[config.mk]
export PLATFORM = sky130hd
export DESIGN_NAME = tcgr_front
export DESIGN_NICKNAME = d
export VERILOG_FILES = /design/src/rtl/core/tcgr_pkg.sv /design/src/rtl/core/tcgr_front.sv
export SDC_FILE = /design/constraint.sdc
export NUM_CORES = 1
export LEC_CHECK = 0
export BUFFER_PORTS_ARGS = -buffer_cell sky130_fd_sc_hd__buf_2
export CAP_MARGIN = 20
export CORE_ASPECT_RATIO = 0.5
export CORE_MARGIN = 5
export CORE_UTILIZATION = 41
export CTS_CLUSTER_SIZE = 20
export DETAILED_ROUTE_END_ITERATION = 7
export PLACE_DENSITY = 0.56
export SETUP_SLACK_MARGIN = 0.1
export SYNTH_ARGS = -nofsm -noshare
export SYNTH_HDL_FRONTEND = slang
export SYNTH_SLANG_ARGS = --single-unit
[constraint.sdc]
create_clock -name i_clk -period 10.2 [get_ports i_clk]
set_clock_uncertainty 0.05 [all_clocks]
set_input_delay 2.04 -clock i_clk [delete_from_list [all_inputs] [get_ports i_clk]]
set_output_delay 2.04 -clock i_clk [all_outputs]
set_load 0.02 [all_outputs]
[src/rtl/core/tcgr_pkg.sv]
// Shared types, constants and tables of the text console glyph renderer.
// No dependencies; every other file of the block imports this package.
`timescale 1ns / 1ps

package tcgr_pkg;

    localparam int MAX_GLYPH_ROWS_DEF = 32;
    localparam int GLYPH_COUNT_DEF    = 256;
    localparam int TAB_STOP           = 8;
    localparam int OUT_LIMIT          = 32;
    localparam int Q_DEPTH            = 4;

    localparam logic [7:0] CH_NUL = 8'h00;
    localparam logic [7:0] CH_BS  = 8'h08;
    localparam logic [7:0] CH_TAB = 8'h09;
    localparam logic [7:0] CH_LF  = 8'h0A;
    localparam logic [7:0] CH_CR  = 8'h0D;

    localparam logic OP_PRINT = 1'b0;
    localparam logic OP_LOAD  = 1'b1;

    localparam logic [2:0] REG_COLS = 3'd0;
    localparam logic [2:0] REG_ROWS = 3'd1;
    localparam logic [2:0] REG_PPL  = 3'd2;
    localparam logic [2:0] REG_GW   = 3'd3;
    localparam logic [2:0] REG_GH   = 3'd4;

    localparam logic [8:0]  RST_COLS = 9'd80;
    localparam logic [8:0]  RST_ROWS = 9'd25;
    localparam logic [13:0] RST_PPL  = 14'd640;
    localparam logic [4:0]  RST_GW   = 5'd8;
    localparam logic [5:0]  RST_GH   = 6'd16;

    // clamped configuration as the datapath uses it
    typedef struct packed {
        logic [8:0]  cols;
        logic [8:0]  rows;
        logic [13:0] ppl;
        logic [4:0]  gw;
        logic [5:0]  gh;
        logic [15:0] mask;
    } t_cfg;

    // one queued job: a font row load or a glyph draw
    typedef struct packed {
        logic        is_load;
        logic [15:0] bits;
        logic [24:0] pix;
    } t_job;

    typedef logic [8:0] t_tab_tbl [256];

    function automatic t_tab_tbl f_tab_table();
        t_tab_tbl t;
        for (int i = 0; i < 256; i++) begin
            t[i] = 9'((i / TAB_STOP + 1) * TAB_STOP);
        end
        return t;
    endfunction

    // next tab stop for each cursor column
    localparam t_tab_tbl TAB_NEXT = f_tab_table();

endpackage

[src/rtl/core/tcgr_front.sv]
// Front end: accepts beats, keeps the cursor, computes font addresses and row offsets.
// Depends on tcgr_pkg (config struct, job struct, character codes, tab table).
`timescale 1ns / 1ps

module tcgr_front
    import tcgr_pkg::*;
#(
    parameter int MAX_GLYPH_ROWS = MAX_GLYPH_ROWS_DEF,
    parameter int GLYPH_COUNT    = GLYPH_COUNT_DEF,
    parameter int AW             = 13
) (
    input  logic          i_clk,
    input  logic          i_rst_n,
    input  t_cfg          i_cfg,
    input  logic          i_valid,
    output logic          o_ready,
    input  logic          i_operation,
    input  logic [7:0]    i_character,
    input  logic [4:0]    i_load_row,
    input  logic [15:0]   i_load_bits,
    output logic          o_job_valid,
    input  logic          i_job_ready,
    output t_job          o_job,
    output logic [AW-1:0] o_job_addr
);

    localparam int GB = $clog2(GLYPH_COUNT);
    localparam logic [9:0] GC10 = 10'(GLYPH_COUNT);

    typedef enum logic [3:0] {
        F_IDLE = 4'b0001,
        F_MUL  = 4'b0010,
        F_SUM  = 4'b0100,
        F_PUSH = 4'b1000
    } t_fstate;

    t_fstate       r_state;
    t_fstate       n_state;
    logic [7:0]    r_col;
    logic [7:0]    n_col;
    logic [8:0]    r_line;
    logic [8:0]    n_line;

    logic          r_is_load;
    logic [GB-1:0] r_glyph;
    logic [4:0]    r_row;
    logic [15:0]   r_bits;
    logic [8:0]    r_dline;
    logic [7:0]    r_dcol;
    logic [14:0]   r_lgh;
    logic [12:0]   r_cgw;
    logic [AW-1:0] r_addr;
    logic [24:0]   r_pix;

    logic          accept;
    logic          draw;
    logic          load_ok;
    logic [8:0]    d_line;
    logic [7:0]    d_col;
    logic [8:0]    c9;
    logic [8:0]    nc;
    logic [8:0]    tab;
    logic [8:0]    l9;
    logic [9:0]    ch10;
    logic [9:0]    glyph10;
    logic [28:0]   prod;

    function automatic logic [8:0] f_next_line(input logic [8:0] line, input logic [8:0] rows);
        logic [9:0] n;
        n = {1'b0, line} + 10'd1;
        return (n > {1'b0, rows}) ? rows : n[8:0];
    endfunction

    assign o_ready     = (r_state == F_IDLE);
    assign accept      = i_valid && o_ready;
    assign load_ok     = (32'(i_load_row) < MAX_GLYPH_ROWS);
    assign ch10        = {2'b00, i_character};
    assign glyph10     = (ch10 < GC10) ? ch10 : ch10 - GC10;
    assign prod        = 29'(r_lgh) * 29'(i_cfg.ppl);
    assign o_job_valid = (r_state == F_PUSH);
    assign o_job       = '{is_load: r_is_load, bits: r_bits, pix: r_pix};
    assign o_job_addr  = r_addr;

    // cursor movement for a print beat
    always_comb begin
        n_col  = r_col;
        n_line = r_line;
        draw   = 1'b0;
        d_line = r_line;
        d_col  = r_col;
        c9     = {1'b0, r_col};
        nc     = '0;
        tab    = TAB_NEXT[r_col];
        l9     = r_line;
        unique case (i_character)
            CH_CR: begin
                n_col = '0;
            end
            CH_LF: begin
                n_col  = '0;
                n_line = f_next_line(r_line, i_cfg.rows);
            end
            CH_BS: begin
                if (r_col != '0) begin
                    n_col = r_col - 8'd1;
                end
            end
            CH_TAB: begin
                if (tab >= i_cfg.cols) begin
                    nc = tab - i_cfg.cols;
                    if (nc >= i_cfg.cols) begin
                        nc = '0;
                    end
                    n_line = f_next_line(r_line, i_cfg.rows);
                end else begin
                    nc = tab;
                end
                n_col = nc[7:0];
            end
            CH_NUL: begin
                n_col = r_col;
            end
            default: begin
                if (c9 >= i_cfg.cols) begin
                    c9 = '0;
                    l9 = f_next_line(l9, i_cfg.rows);
                end
                draw   = (l9 < i_cfg.rows);
                d_line = l9;
                d_col  = c9[7:0];
                nc     = c9 + 9'd1;
                if (nc >= i_cfg.cols) begin
                    nc = '0;
                    l9 = f_next_line(l9, i_cfg.rows);
                end
                n_col  = nc[7:0];
                n_line = l9;
            end
        endcase
    end

    always_comb begin
        n_state = r_state;
        unique case (r_state)
            F_IDLE: begin
                if (accept) begin
                    if (i_operation == OP_LOAD) begin
                        n_state = load_ok ? F_MUL : F_IDLE;
                    end else begin
                        n_state = draw ? F_MUL : F_IDLE;
                    end
                end
            end
            F_MUL:  n_state = F_SUM;
            F_SUM:  n_state = F_PUSH;
            F_PUSH: n_state = i_job_ready ? F_IDLE : F_PUSH;
            default: n_state = F_IDLE;
        endcase
    end

    always_ff @(posedge i_clk) begin
        if (!i_rst_n) begin
            r_state <= F_IDLE;
            r_col   <= '0;
            r_line  <= '0;
        end else begin
            r_state <= n_state;
            if (accept && i_operation == OP_PRINT) begin
                r_col  <= n_col;
                r_line <= n_line;
            end
        end
    end

    always_ff @(posedge i_clk) begin
        if (accept) begin
            r_is_load <= (i_operation == OP_LOAD);
            r_glyph   <= glyph10[GB-1:0];
            r_row     <= (i_operation == OP_LOAD) ? i_load_row : 5'd0;
            r_bits    <= i_load_bits;
            r_dline   <= d_line;
            r_dcol    <= d_col;
        end
        if (r_state == F_MUL) begin
            r_lgh  <= {6'b0, r_dline} * {9'b0, i_cfg.gh};
            r_cgw  <= {5'b0, r_dcol} * {8'b0, i_cfg.gw};
            r_addr <= AW'(32'(r_glyph) * MAX_GLYPH_ROWS + 32'(r_row));
        end
        if (r_state == F_SUM) begin
            r_pix <= prod[24:0] + 25'(r_cgw);
        end
    end

endmodule

==> flow_metrics.env <==
export IMPL_syn2layout_area_growth_pct=10.29
export IMPL_fillers=3939
export IMPL_fin_tns_setup_ns=0
export IMPL_drtIter0Drc=682
export IMPL_cap_violations=0
export IMPL_setup_violations=0
export IMPL_crit_slowest_cell="a41oi_4"
export IMPL_drc=0
export IMPL_drv_slew=0
export IMPL_grt_pass1_wl_um=65910
export IMPL_port_buffers=133
export IMPL_clock_sinks=134
export IMPL_hp_class="register to register"
export IMPL_post_cts_resized=0
export IMPL_clk_pin_slew_worst_paths_ns=0.06
export IMPL_routabilityCongestion=0.8526
export IMPL_rows=52
export IMPL_grt_max_degree=48
export IMPL_die_w_um=296.6
export IMPL_critPathKind="input pin to register"
export IMPL_cts_setup_buffers=0
export IMPL_grtUsageTotal=0.1805
export IMPL_clk_path_buf_depth=2
export IMPL_status="finished clean"
export IMPL_required_ns=10.44
export IMPL_synth_edf_count=113
export IMPL_antenna_left=0
export IMPL_final_min_clock_period_ns=7.939
export IMPL_path_buf_inv=3
export IMPL_start_kind="input pin"
export IMPL_synth_distinct_cells=79
export IMPL_cts_tree="built"
export IMPL_switching_share=0.4471
export IMPL_syn_num_nets=2231
export IMPL_routed_via_count=12088
export IMPL_cpPeakStageDelay_ns=0.55
export IMPL_critPathTopFamily="compound AO/OA/AOI/OAI gates"
export IMPL_ys_seq_area_frac=0.2265
export IMPL_overflow=0
export IMPL_finalCritPeriodShare=0.7784
export IMPL_synth_main_ff_cell="edfxtp_1"
export IMPL_yosysWarnings=0
export IMPL_die_area_um2=45460
export IMPL_p_int_w=0.002464
export IMPL_timing_hold_ws_ns=0.3695
export IMPL_die_h_um=153.3
export IMPL_cp_max_fo=22
export IMPL_cpMostUsedCell="ha_1"
export IMPL_hold_violations=0
export IMPL_antenna_found_initial=1
export IMPL_grt_pass1_vias=12302
export IMPL_max_freq_ghz=0.1260
export IMPL_final_area_um2=18570
export IMPL_syn_inst=1747
export IMPL_pwr_share_comb=0.667
export IMPL_place_area_um2=17960
export IMPL_layout_cells_most_common="inv_1"
export IMPL_hpwl_um=31740
export IMPL_coreArea_um2=40470
export IMPL_netlist_area_um2=16840
export IMPL_wire_per_inst_um=16.77
export IMPL_drive_gt1_frac=0.1103
export IMPL_num_io_pins=150
export IMPL_worstPathCellList="buf_2 -> inv_1 -> ha_1 -> a211oi_2 -> o211ai_1 -> or3_4 -> a21oi_4 -> nor2_1 -> o31a_1 -> inv_1 -> ha_1 -> and3_1 -> nand4b_1 -> or3_1 -> and2_1 -> ha_1 -> nand2_1 -> or3_1 -> and2_1 -> a22o_1 -> a41oi_4 -> o32ai_1 -> a22oi_1 -> o221ai_1"
export IMPL_slew_headroom=0.3417
export IMPL_clk_latency_ns=0.44
export IMPL_clkPwrFrac=0.145
export IMPL_vias_per_cell=5.056
export IMPL_layout_common_cells="261 x inv_1, 215 x nand2_1, 208 x fa_1, 183 x ha_1, 147 x and2_1"
export IMPL_nNetsFinal=2321
export IMPL_cp_end_kind="register"
export IMPL_synth_seq_cells=134
export IMPL_numCtsBuffers=17
export IMPL_switchingPower_w=0.001993
export IMPL_hold_buffers=0
export IMPL_ys_async_sr_fraction=0
export IMPL_leakagePower_nw=8.657
export IMPL_ir_drop_uv=271.5
export IMPL_arrival_ns=8.17
export IMPL_worstMarginPinSlew_ns=0.9859
export IMPL_rsz0062_at_grt="false"
export IMPL_pwr_share_seq=0.189
export IMPL_start_util=0.4160
export IMPL_power_density_nw_per_um2=240.0
export IMPL_syn_area_per_cell_um2=9.637
export IMPL_cts_root_buf="clkbuf_16"
export IMPL_dr_pass1_iters=6
export IMPL_cts_max_level=4
export IMPL_wirelength_um=40100
-- through the flow --
step | total power [W] | utilization | instances | setup slack, ns
detailed placement | 0.003846 | 0.4438 | 2358 | 1.911
global route | 0.004918 | 0.4588 | 2391 | 1.990
global placement | 0.003826 | 0.4438 | 2358 | 1.919
finish | 0.004457 | 0.4588 | 2391 | 2.261
floorplan | 0.003107 | - | 1747 | 2.661
CTS | 0.004518 | 0.4588 | 2390 | 2.391
-- Yosys cell counts, drive strengths merged, types with 18 or more instances --
cell | instances | area share
a21o | 23 | 0.011
a21oi | 66 | 0.020
and2 | 148 | 0.055
clkbuf | 58 | 0.013
dfxtp | 21 | 0.025
edfxtp | 113 | 0.20
fa | 208 | 0.25
ha | 183 | 0.14
inv | 262 | 0.058
nand2 | 215 | 0.048
nand3 | 24 | 0.0077
nor2 | 58 | 0.013
nor3 | 18 | 0.0054
o21a | 19 | 0.0085
o21ai | 57 | 0.017
xnor2 | 64 | 0.033
xor2 | 18 | 0.0094
-- final cells by class --
type	count	area (um2)	area share
Antenna cell	1	2.502	0.0001348
Clock buffer	20	479.2	0.02581
Clock inverter	12	127.6	0.006873
Inverter	263	987.2	0.05317
Multi-Input combinational cell	1281	11760	0.6336
Sequential cell	134	3814	0.2054
Tap cell	540	675.6	0.03639
Timing Repair Buffer	140	718.2	0.03868
-- sequential cells by signal (all words and copies together), names as in the netlist --
name / cells
r_dline: 9
r_pix: 25
r_state: 4
r_col: 8
r_row: 5
r_lgh: 15
r_glyph: 8
o_job_addr: 13
r_dcol: 8
r_cgw: 13
r_is_load: 1
r_line: 9
r_bits: 16
-- worst paths after layout --
kind	end	from	slack (ns)	cells past startpoint
worst max register to register	r_line[2]	r_line[0]	2.58	26
worst min-delay path	o_job_addr[3]	r_row[3]	0.37	0
worst max-delay path	r_line[2]	i_cfg[44]	2.26	24
worst min register to register	o_job_addr[3]	r_row[3]	0.37	0
-- kinds of logic (layout without fill, tap and decap cells) --
group,Yosys count,count (layout),share of synthesized area
simple gates,541,541,0.1609
fa+ha+maj,391,391,0.3833
buf+inv,332,435,0.07550
flops,134,134,0.2265
xor+xnor,82,82,0.04266
other cells,0,1,0
compound gates,252,252,0.1014
mux,15,15,0.009736
-- layer usage --
metal | vias to the layer above | part of all wire | wire length [um] | global-route usage
met1 | 5915 | 0.48 | 19340 | 0.2593
met4 | 0 | 0.012 | 501 | 0.03729
met2 | 219 | 0.47 | 18860 | 0.2952
met3 | 30 | 0.035 | 1399 | 0.02291
met5 | - | 0 | 0 | 0
li1 | 5924 | - | - | -
-- power by group through the flow --
stage / clock, W / combinational, W / sequential [W]
2_1_floorplan: 0 / 0.00227 / 0.000836
3_3_place_gp: 0 / 0.00298 / 0.000851
3_5_place_dp: 0 / 0.00299 / 0.000852
4_1_cts: 0.000662 / 0.00302 / 0.000840
5_1_grt: 0.000690 / 0.00338 / 0.000845
6_report: 0.000646 / 0.00297 / 0.000841
(Power assumes the default switching activity.)
