## src/rtl/core/tcgr_pkg.sv

```systemverilog
// Shared types, constants and tables of the text console glyph renderer.
// No dependencies; every other file of the block imports this package.
`timescale 1ns / 1ps

package tcgr_pkg;

    localparam int MAX_GLYPH_ROWS_DEF = 32;
    localparam int GLYPH_COUNT_DEF    = 256;
    localparam int TAB_STOP           = 8;
    localparam int OUT_LIMIT          = 32;
    localparam int Q_DEPTH            = 4;

    localparam logic [7:0] CH_NUL = 8'h00;
    localparam logic [7:0] CH_BS  = 8'h08;
    localparam logic [7:0] CH_TAB = 8'h09;
    localparam logic [7:0] CH_LF  = 8'h0A;
    localparam logic [7:0] CH_CR  = 8'h0D;

    localparam logic OP_PRINT = 1'b0;
    localparam logic OP_LOAD  = 1'b1;

    localparam logic [2:0] REG_COLS = 3'd0;
    localparam logic [2:0] REG_ROWS = 3'd1;
    localparam logic [2:0] REG_PPL  = 3'd2;
    localparam logic [2:0] REG_GW   = 3'd3;
    localparam logic [2:0] REG_GH   = 3'd4;

    localparam logic [8:0]  RST_COLS = 9'd80;
    localparam logic [8:0]  RST_ROWS = 9'd25;
    localparam logic [13:0] RST_PPL  = 14'd640;
    localparam logic [4:0]  RST_GW   = 5'd8;
    localparam logic [5:0]  RST_GH   = 6'd16;

    // clamped configuration as the datapath uses it
    typedef struct packed {
        logic [8:0]  cols;
        logic [8:0]  rows;
        logic [13:0] ppl;
        logic [4:0]  gw;
        logic [5:0]  gh;
        logic [15:0] mask;
    } t_cfg;

    // one queued job: a font row load or a glyph draw
    typedef struct packed {
        logic        is_load;
        logic [15:0] bits;
        logic [24:0] pix;
    } t_job;

    typedef logic [8:0] t_tab_tbl [256];

    function automatic t_tab_tbl f_tab_table();
        t_tab_tbl t;
        for (int i = 0; i < 256; i++) begin
            t[i] = 9'((i / TAB_STOP + 1) * TAB_STOP);
        end
        return t;
    endfunction

    // next tab stop for each cursor column
    localparam t_tab_tbl TAB_NEXT = f_tab_table();

endpackage

```

## src/rtl/core/tcgr_queue.sv

```systemverilog
// Small first-in first-out job queue between front and back end.
// Depends on tcgr_pkg for the default depth.
`timescale 1ns / 1ps

module tcgr_queue
    import tcgr_pkg::*;
#(
    parameter int WIDTH = 8,
    parameter int DEPTH = Q_DEPTH
) (
    input  logic             i_clk,
    input  logic             i_rst_n,
    input  logic             i_valid,
    output logic             o_ready,
    input  logic [WIDTH-1:0] i_data,
    output logic             o_valid,
    input  logic             i_ready,
    output logic [WIDTH-1:0] o_data
);

    localparam int PW = (DEPTH > 1) ? $clog2(DEPTH) : 1;
    localparam logic [PW-1:0] LAST_PTR = PW'(DEPTH - 1);
    localparam logic [PW:0]   FULL_CNT = (PW + 1)'(DEPTH);

    logic [WIDTH-1:0] r_mem [DEPTH];
    logic [PW-1:0]    r_wr_ptr;
    logic [PW-1:0]    r_rd_ptr;
    logic [PW:0]      r_count;
    logic             wr;
    logic             rd;

    assign o_ready = (r_count != FULL_CNT);
    assign o_valid = (r_count != '0);
    assign o_data  = r_mem[r_rd_ptr];
    assign wr      = i_valid && o_ready;
    assign rd      = o_valid && i_ready;

    always_ff @(posedge i_clk) begin
        if (!i_rst_n) begin
            r_wr_ptr <= '0;
            r_rd_ptr <= '0;
            r_count  <= '0;
        end else begin
            if (wr) begin
                r_wr_ptr <= (r_wr_ptr == LAST_PTR) ? '0 : r_wr_ptr + 1'b1;
            end
            if (rd) begin
                r_rd_ptr <= (r_rd_ptr == LAST_PTR) ? '0 : r_rd_ptr + 1'b1;
            end
            if (wr && !rd) begin
                r_count <= r_count + 1'b1;
            end else if (rd && !wr) begin
                r_count <= r_count - 1'b1;
            end
        end
    end

    always_ff @(posedge i_clk) begin
        if (wr) begin
            r_mem[r_wr_ptr] <= i_data;
        end
    end

endmodule

```

## config.mk

```make
export PLATFORM = sky130hd
export DESIGN_NAME = tcgr_queue
export DESIGN_NICKNAME = d
export VERILOG_FILES = /design/src/rtl/core/tcgr_pkg.sv /design/src/rtl/core/tcgr_queue.sv
export SDC_FILE = /design/constraint.sdc
export NUM_CORES = 1
export LEC_CHECK = 0
export BUFFER_PORTS_ARGS = -buffer_cell sky130_fd_sc_hd__buf_4
export CAP_MARGIN = 20
export CORE_MARGIN = 8
export CORE_UTILIZATION = 45
export CTS_CLUSTER_SIZE = 25
export DETAILED_ROUTE_END_ITERATION = 7
export GPL_ROUTABILITY_DRIVEN = 0
export SKIP_LAST_GASP = 1
export SLEW_MARGIN = 20
export SYNTH_ARGS = -nofsm -noshare
export SYNTH_HDL_FRONTEND = slang
export SYNTH_SLANG_ARGS = --single-unit
```

## constraint.sdc

```tcl
create_clock -name i_clk -period 2.95 [get_ports i_clk]
set_clock_uncertainty 0.05 [all_clocks]
set_input_delay 0.295 -clock i_clk [delete_from_list [all_inputs] [get_ports i_clk]]
set_output_delay 0.295 -clock i_clk [all_outputs]
set_load 0.02 [all_outputs]
```

==> flow_summary.yaml, run 1 <==
hold_path:
  hp-class: "input port to flop"
  hold-path-cell-count: 1
  min_to: "r_mem[0][7]$_DFFE_PP_"
  hp-start: "i_data[7]"
sta:
  setup_tns_ns: 0
  finalSetupViolations: 0
  rsz0062_at_grt: "false"
  period_share: 0.842
  report.final.hold_viol_count: 0
  fin_hold_ws_ns: 0.0955
  layout_min_cycle_time_ns: 2.48
  postLayoutSetupSlackWorst_ns: 0.467
  worst_pin_slew_ns: 0.597
  maxSlewViolCount: 0
  fmax_mhz: 403
  max-slew-margin-rel: 0.598
status:
  outcome: "finished clean"
placement:
  place_ws_ns: 0.471
  placedCellCount: 158
  place_hpwl_um: 1850
  io_buffers: 21
  place_area_um2: 1840
critical_path:
  worstSetupStartpointType: "flop"
  reg2reg_setup_slack_ns: 0.47
  r2r_cells: 7
  r2r_end: "r_count[2]$_SDFFE_PN0P_"
  path_class: "flop to flop"
  worstPathRequired_ns: 3.17
  crit_start: "r_count[0]$_SDFFE_PN0P_"
  endpoint_kind: "flop"
  critPathArrivalTime_ns: 2.71
  worst-path-max-fanout: 5
  reg2reg_from: "r_count[0]$_SDFFE_PN0P_"
clocking:
  clock_latency_ns: 0.33
  cts_tree: "yes"
  cts_setup_buffers: 0
  clockRootBuffer: "clkbuf_4"
  h-tree-depth: 2
  clock_sinks: 41
  numCtsBuffers: 5
  post_cts_resized: 0
  hold_buffers: 0
  cts_buffer_depth: 2
  path_clk_slew_ns: 0.12
yosys:
  postSynthAreaPerCell_um2: 17.6
  synth_most_common_cell: "edfxtp_1"
  netlist_area_um2: 1640
  synthDistinctLibCells: 26
  syn_inst: 93
  synth_top_area_share: 0.588
  yosys_register_bits: 41
  synth_fp_nets: 112
  ys.flop_type: "edfxtp_1"
  synth-async-reset-ratio: 0
  synth_warnings: 0
  synthTopCellsByArea: "edfxtp_1 (59%), dfxtp_1 (11%), mux4_2 (11%)"
  ys_seq_area_frac: 0.698
  synth_commonest_cells: "edfxtp_1 (32), dfxtp_1 (9), mux4_2 (8)"
  synth-edff-count: 32
  yosysTopAreaCell: "edfxtp_1"
floorplanning:
  die_h_um: 76.3
  die_area_um2: 5820
  fp.coreArea_um2: 3580
  std_cell_rows: 22
  io-pin-count: 22
  die_w_um: 76.3
  start_util: 0.457
drt:
  drt_iter0_markers: 42
  num_vias: 822
  wirelength_um: 2640
  drc_errors: 0
  dr.pass1.iters: 4
  antenna_left: 0
  post_drt_wl_per_cell_um: 16.0
  vias_per_cell: 4.98
layout:
  drive_gt1_frac: 0.368
  stdcell_count: 165
  nets: 136
  syn_to_final_growth_pct: 16.7
  design_area_um2: 1910
  insertedDiodeCount: 0
grt:
  antenna_found_initial: 0
  overflow: 0
  grt_pass1_wl_um: 4280
  grt_max_degree: 13
  grt_usage: 0.0957
  grt_pass1_vias: 852
power_and_ir_drop:
  p_per_area_nw_per_um2: 854
  power_leakage_nw: 0.695
  peakVddDrop_v: 0.000556
job:
  maxCapViolations: 0
-- worst max-delay path: stages, from the launching register on --
cell and delay [ns]:
dfxtp_1 0.38, o31ai_1 0.55, ha_1 0.29, inv_1 0.06, fa_1 0.38, xor2_1 0.16
or3_2 0.40, a21boi_0 0.16
-- metrics by stage --
step	util	total power, W
final	0.533	0.00163
after global routing	0.533	0.00173
after CTS	0.533	0.00165
after detailed placement	0.513	0.00131
after global placement	0.513	0.00129
after floorplan	-	0.00114
-- cells by family (layout without fill, tap and decap cells) --
group / after synthesis / after routing / synth area share
AO/OA/AOI/OAI: 6 / 6 / 0.0214
XOR/XNOR: 2 / 2 / 0.0107
adder cells (fa/ha/maj): 7 / 7 / 0.0581
buffers and inverters: 7 / 31 / 0.0176
flip-flops: 41 / 41 / 0.698
multiplexers: 10 / 10 / 0.122
AND/OR/NAND/NOR: 20 / 20 / 0.0719
-- power by group --
part | total [W] | internal [W] | switching [W]
registers | 0.000787 | 0.000711 | 0.0000762
clock network | 0.000343 | 0.000173 | 0.000170
logic | 0.000499 | 0.000256 | 0.000243
total | 0.00163 | 0.00114 | 0.000490
-- area by class of cell --
class                           instances  area (um^2)
Inverter                                3         11.3
Tap cell                               48         60.1
Multi-Input combinational cell         45          465
Clock inverter                          2         35.0
Timing Repair Buffer                   21          158
Fill cell                             312         1670
Sequential cell                        41         1140
Clock buffer                            5         37.5
-- metal layers --
| metal | routed length (um) | part of all wire | track usage |
|---|---|---|---|
| met1 | 1200 | 0.45 | 0.113 |
| met5 | 0 | 0 | 0 |
| met4 | 53 | 0.020 | 0.0462 |
| met3 | 155 | 0.059 | 0.0448 |
| met2 | 1230 | 0.47 | 0.143 |
-- flip-flops by register name, summed over array words and instances (netlist names), named ones only --
register and flops:
r_count 3, r_rd_ptr 2, r_mem 32, r_wr_ptr 2
-- cell usage in the layout (no fill, tap or decap), drive strengths merged, types with 2 or more instances in the layout --
cell and n:
edfxtp 32, buf 21, dfxtp 9, mux4 8, ha 6, nand2 5
clkbuf 5, and3 4, o21ai 4, inv 3, or3 2, nor2 2
nand3 2, mux2i 2, and2 2
-- worst max-delay path by stage --
| stage | to | slack, ns | cells after the start |
|---|---|---|---|
| after floorplan | r_count[2]$_SDFFE_PN0P_ | 0.67 | 9 |
| after global placement | r_count[2]$_SDFFE_PN0P_ | 0.62 | 7 |
| after detailed placement | r_count[2]$_SDFFE_PN0P_ | 0.47 | 7 |
| after CTS | r_count[2]$_SDFFE_PN0P_ | 0.45 | 7 |
| after global routing | r_count[2]$_SDFFE_PN0P_ | 0.28 | 7 |
| final | r_count[2]$_SDFFE_PN0P_ | 0.47 | 7 |
Note: power is estimated with default switching activity, not from simulation.
==> run 2, diff against run 1 <==
Settings changed: ABC_AREA set to 1, PLACE_DENSITY set to 0.67.
Clock period 2.95 ns to 2 ns, I/O delays scaled along.
==> run 2 against run 1 <==
Maximum frequency increased by 33%. Highest routed layer unchanged. Non-clock buffer count rose by 5. First-iteration DRC count is 45% higher. Synthesized cell count increased by 57%. Largest power group unchanged. Power increased by 72%. Sequential power rose by 47%. Cell count increased by 37%.
==> flow_summary.yaml, run 2 <==
sta:
  rsz0062_at_grt: "true"
  postLayoutSetupSlackWorst_ns: 0.132
  period_share: 0.934
  fmax_mhz: 535
  finalSetupViolations: 0
  layout_min_cycle_time_ns: 1.87
  max-slew-margin-rel: 0.753
  worst_pin_slew_ns: 0.370
  maxSlewViolCount: 0
  report.final.hold_viol_count: 0
clocking:
  clockRootBuffer: "clkbuf_8"
  cts_buffer_depth: 2
  clock_latency_ns: 0.29
  numCtsBuffers: 5
  hold_buffers: 0
  h-tree-depth: 2
  path_clk_slew_ns: 0.07
  cts_tree: "yes"
  clock_sinks: 41
  cts_setup_buffers: 0
grt:
  antenna_found_initial: 0
  grt_pass1_wl_um: 5020
  grt_usage: 0.109
  grt_max_degree: 17
  overflow: 0
  grt_pass1_vias: 1119
drt:
  wl_met1_um: 1290
  drt_iter0_markers: 61
  routed.top_layer: "met4"
  post_drt_wl_per_cell_um: 13.9
  wirelength_um: 3130
  antenna_left: 0
  dr.pass1.iters: 4
  drc_errors: 0
  met3_length_um: 208
  vias_per_cell: 5.02
  route.met2.wl_um: 1560
  num_vias: 1134
critical_path:
  critPathArrivalTime_ns: 2.05
  crit_start: "r_count[1]$_SDFFE_PN0P_"
  slowest_stage: "fa_1"
  r2r_cells: 11
  path_delay_family: "simple AND/OR/NAND/NOR gates"
  cpPeakStageDelay_ns: 0.39
  path_common_cell: "nand2_1"
  path_depth: 11
  endpoint: "r_count[2]$_SDFFE_PN0P_"
  reg2reg_setup_slack_ns: 0.13
  path_class: "flop to flop"
  r2r_end: "r_count[2]$_SDFFE_PN0P_"
  worst-path-max-fanout: 5
  worstSetupStartpointType: "flop"
  worstPathRequired_ns: 2.18
  crit_chain: "nor2_2, nand2_1, nand2_2, ha_1, inv_1, fa_1, nand2_1, nand3_1, nand2_1, inv_1, nor2_1"
  reg2reg_from: "r_count[1]$_SDFFE_PN0P_"
  cp_num_buf_inv: 2
  endpoint_kind: "flop"
layout:
  drive_gt1_frac: 0.230
  nets: 196
  syn_to_final_growth_pct: 20.5
  top_regs: "r_mem (32), r_count (3)"
  regMostFlops: "r_mem"
  fin_util: 0.561
  layout.cells.most_common_list: "nor2_1 (32), edfxtp_1 (32), buf_4 (26)"
  largest_reg_flops: 32
  stdcell_count: 226
  design_area_um2: 2040
  insertedDiodeCount: 0
power_and_ir_drop:
  p_per_area_nw_per_um2: 1370
  power_leakage_nw: 0.816
  peakVddDrop_v: 0.000727
  total_power_w: 0.00280
placement:
  place_area_um2: 1920
  place_hpwl_um: 2180
  place_ws_ns: 0.109
  placedCellCount: 218
  io_buffers: 21
yosys:
  yosysTopAreaCell: "edfxtp_1"
  synth_warnings: 0
  syn_inst: 146
  synthTopCellsByArea: "edfxtp_1 (57%), dfxtp_1 (11%), nor2_1 (7.1%)"
  synth-async-reset-ratio: 0
  synth_fp_nets: 165
  synth_commonest_cells: "edfxtp_1 (32), nor2_1 (32), inv_1 (16)"
  ys_seq_area_frac: 0.675
  postSynthAreaPerCell_um2: 11.6
  yosys_register_bits: 41
  synth-edff-count: 32
  ys.flop_type: "edfxtp_1"
  synth_top_area_share: 0.568
  netlist_area_um2: 1690
  synthDistinctLibCells: 19
floorplanning:
  die_area_um2: 5970
  die_h_um: 77.3
  die_w_um: 77.3
  start_util: 0.465
  fp.coreArea_um2: 3630
  std_cell_rows: 22
  io-pin-count: 22
hold_path:
  hp-class: "input port to flop"
status:
  outcome: "finished clean"
job:
  maxCapViolations: 0
==> run 2: worst reg2reg max path: cells and delay by family, from the launching register on <==
family,cells,cell delay [ns]
AND/OR/NAND/NOR,7,0.74
adder cells (fa/ha/maj),2,0.57
flip-flops,1,0.35
buffers and inverters,2,0.10
==> run 2: cells by family (layout without fill, tap and decap cells) <==
group,Yosys count,in the layout,share of synthesized area
AO/OA/AOI/OAI,28,28,0.0955
adder cells (fa/ha/maj),7,7,0.0563
flip-flops,41,41,0.675
AND/OR/NAND/NOR,51,51,0.122
buffers and inverters,19,51,0.0511
==> run 2: timing repair <==
item,CTS,global route
hold endpoints to repair,0,0
resized for setup,0,2
setup endpoints to repair,0,2
==> run 2: layout make-up <==
type | instances | area (um^2)
well taps | 48 | 60.1
flip-flops and latches | 41 | 1140
clock inverters | 2 | 38.8
clock buffers | 6 | 72.6
fillers | 314 | 1600
inverters | 17 | 63.8
repair buffers | 26 | 195
multi-input cells | 86 | 465
==> run 2: worst min-delay path by stage <==
stage                          from               endpoint  slack [ns]  depth (start not counted)
after floorplan           i_data[0]  r_mem[0][0]$_DFFE_PP_        0.25                          0
after global placement    i_data[3]  r_mem[0][3]$_DFFE_PP_        0.35                          1
after detailed placement  i_data[3]  r_mem[3][3]$_DFFE_PP_        0.35                          1
after CTS                 i_data[1]  r_mem[0][1]$_DFFE_PP_        0.05                          1
after global routing      i_data[1]  r_mem[3][1]$_DFFE_PP_        0.04                          1
final                     i_data[2]  r_mem[1][2]$_DFFE_PP_        0.05                          1
==> run 2: power breakdown <==
| part | leakage [nW] | internal, W | total, W | switching, W |
|---|---|---|---|---|
| Clock | 0.0554 | 0.000374 | 0.000644 | 0.000270 |
| Sequential | 0.368 | 0.00106 | 0.00116 | 0.000103 |
| Combinational | 0.393 | 0.000387 | 0.000992 | 0.000605 |
| Total | 0.816 | 0.00182 | 0.00280 | 0.000978 |
==> run 2: per-stage QoR <==
step | hold WS (ns) | TNS (ns)
2_1_floorplan | 0.249 | 0
3_3_place_gp | 0.350 | 0
3_5_place_dp | 0.354 | 0
4_1_cts | 0.0481 | 0
5_1_grt | 0.0382 | -0.0207
6_report | 0.0550 | 0
==> run 2: layer usage <==
layer / vias to the layer above / global-route usage
li1: 557 / -
met1: 534 / 0.112
met2: 35 / 0.183
met3: 8 / 0.0466
met4: 0 / 0.0623
met5: - / 0
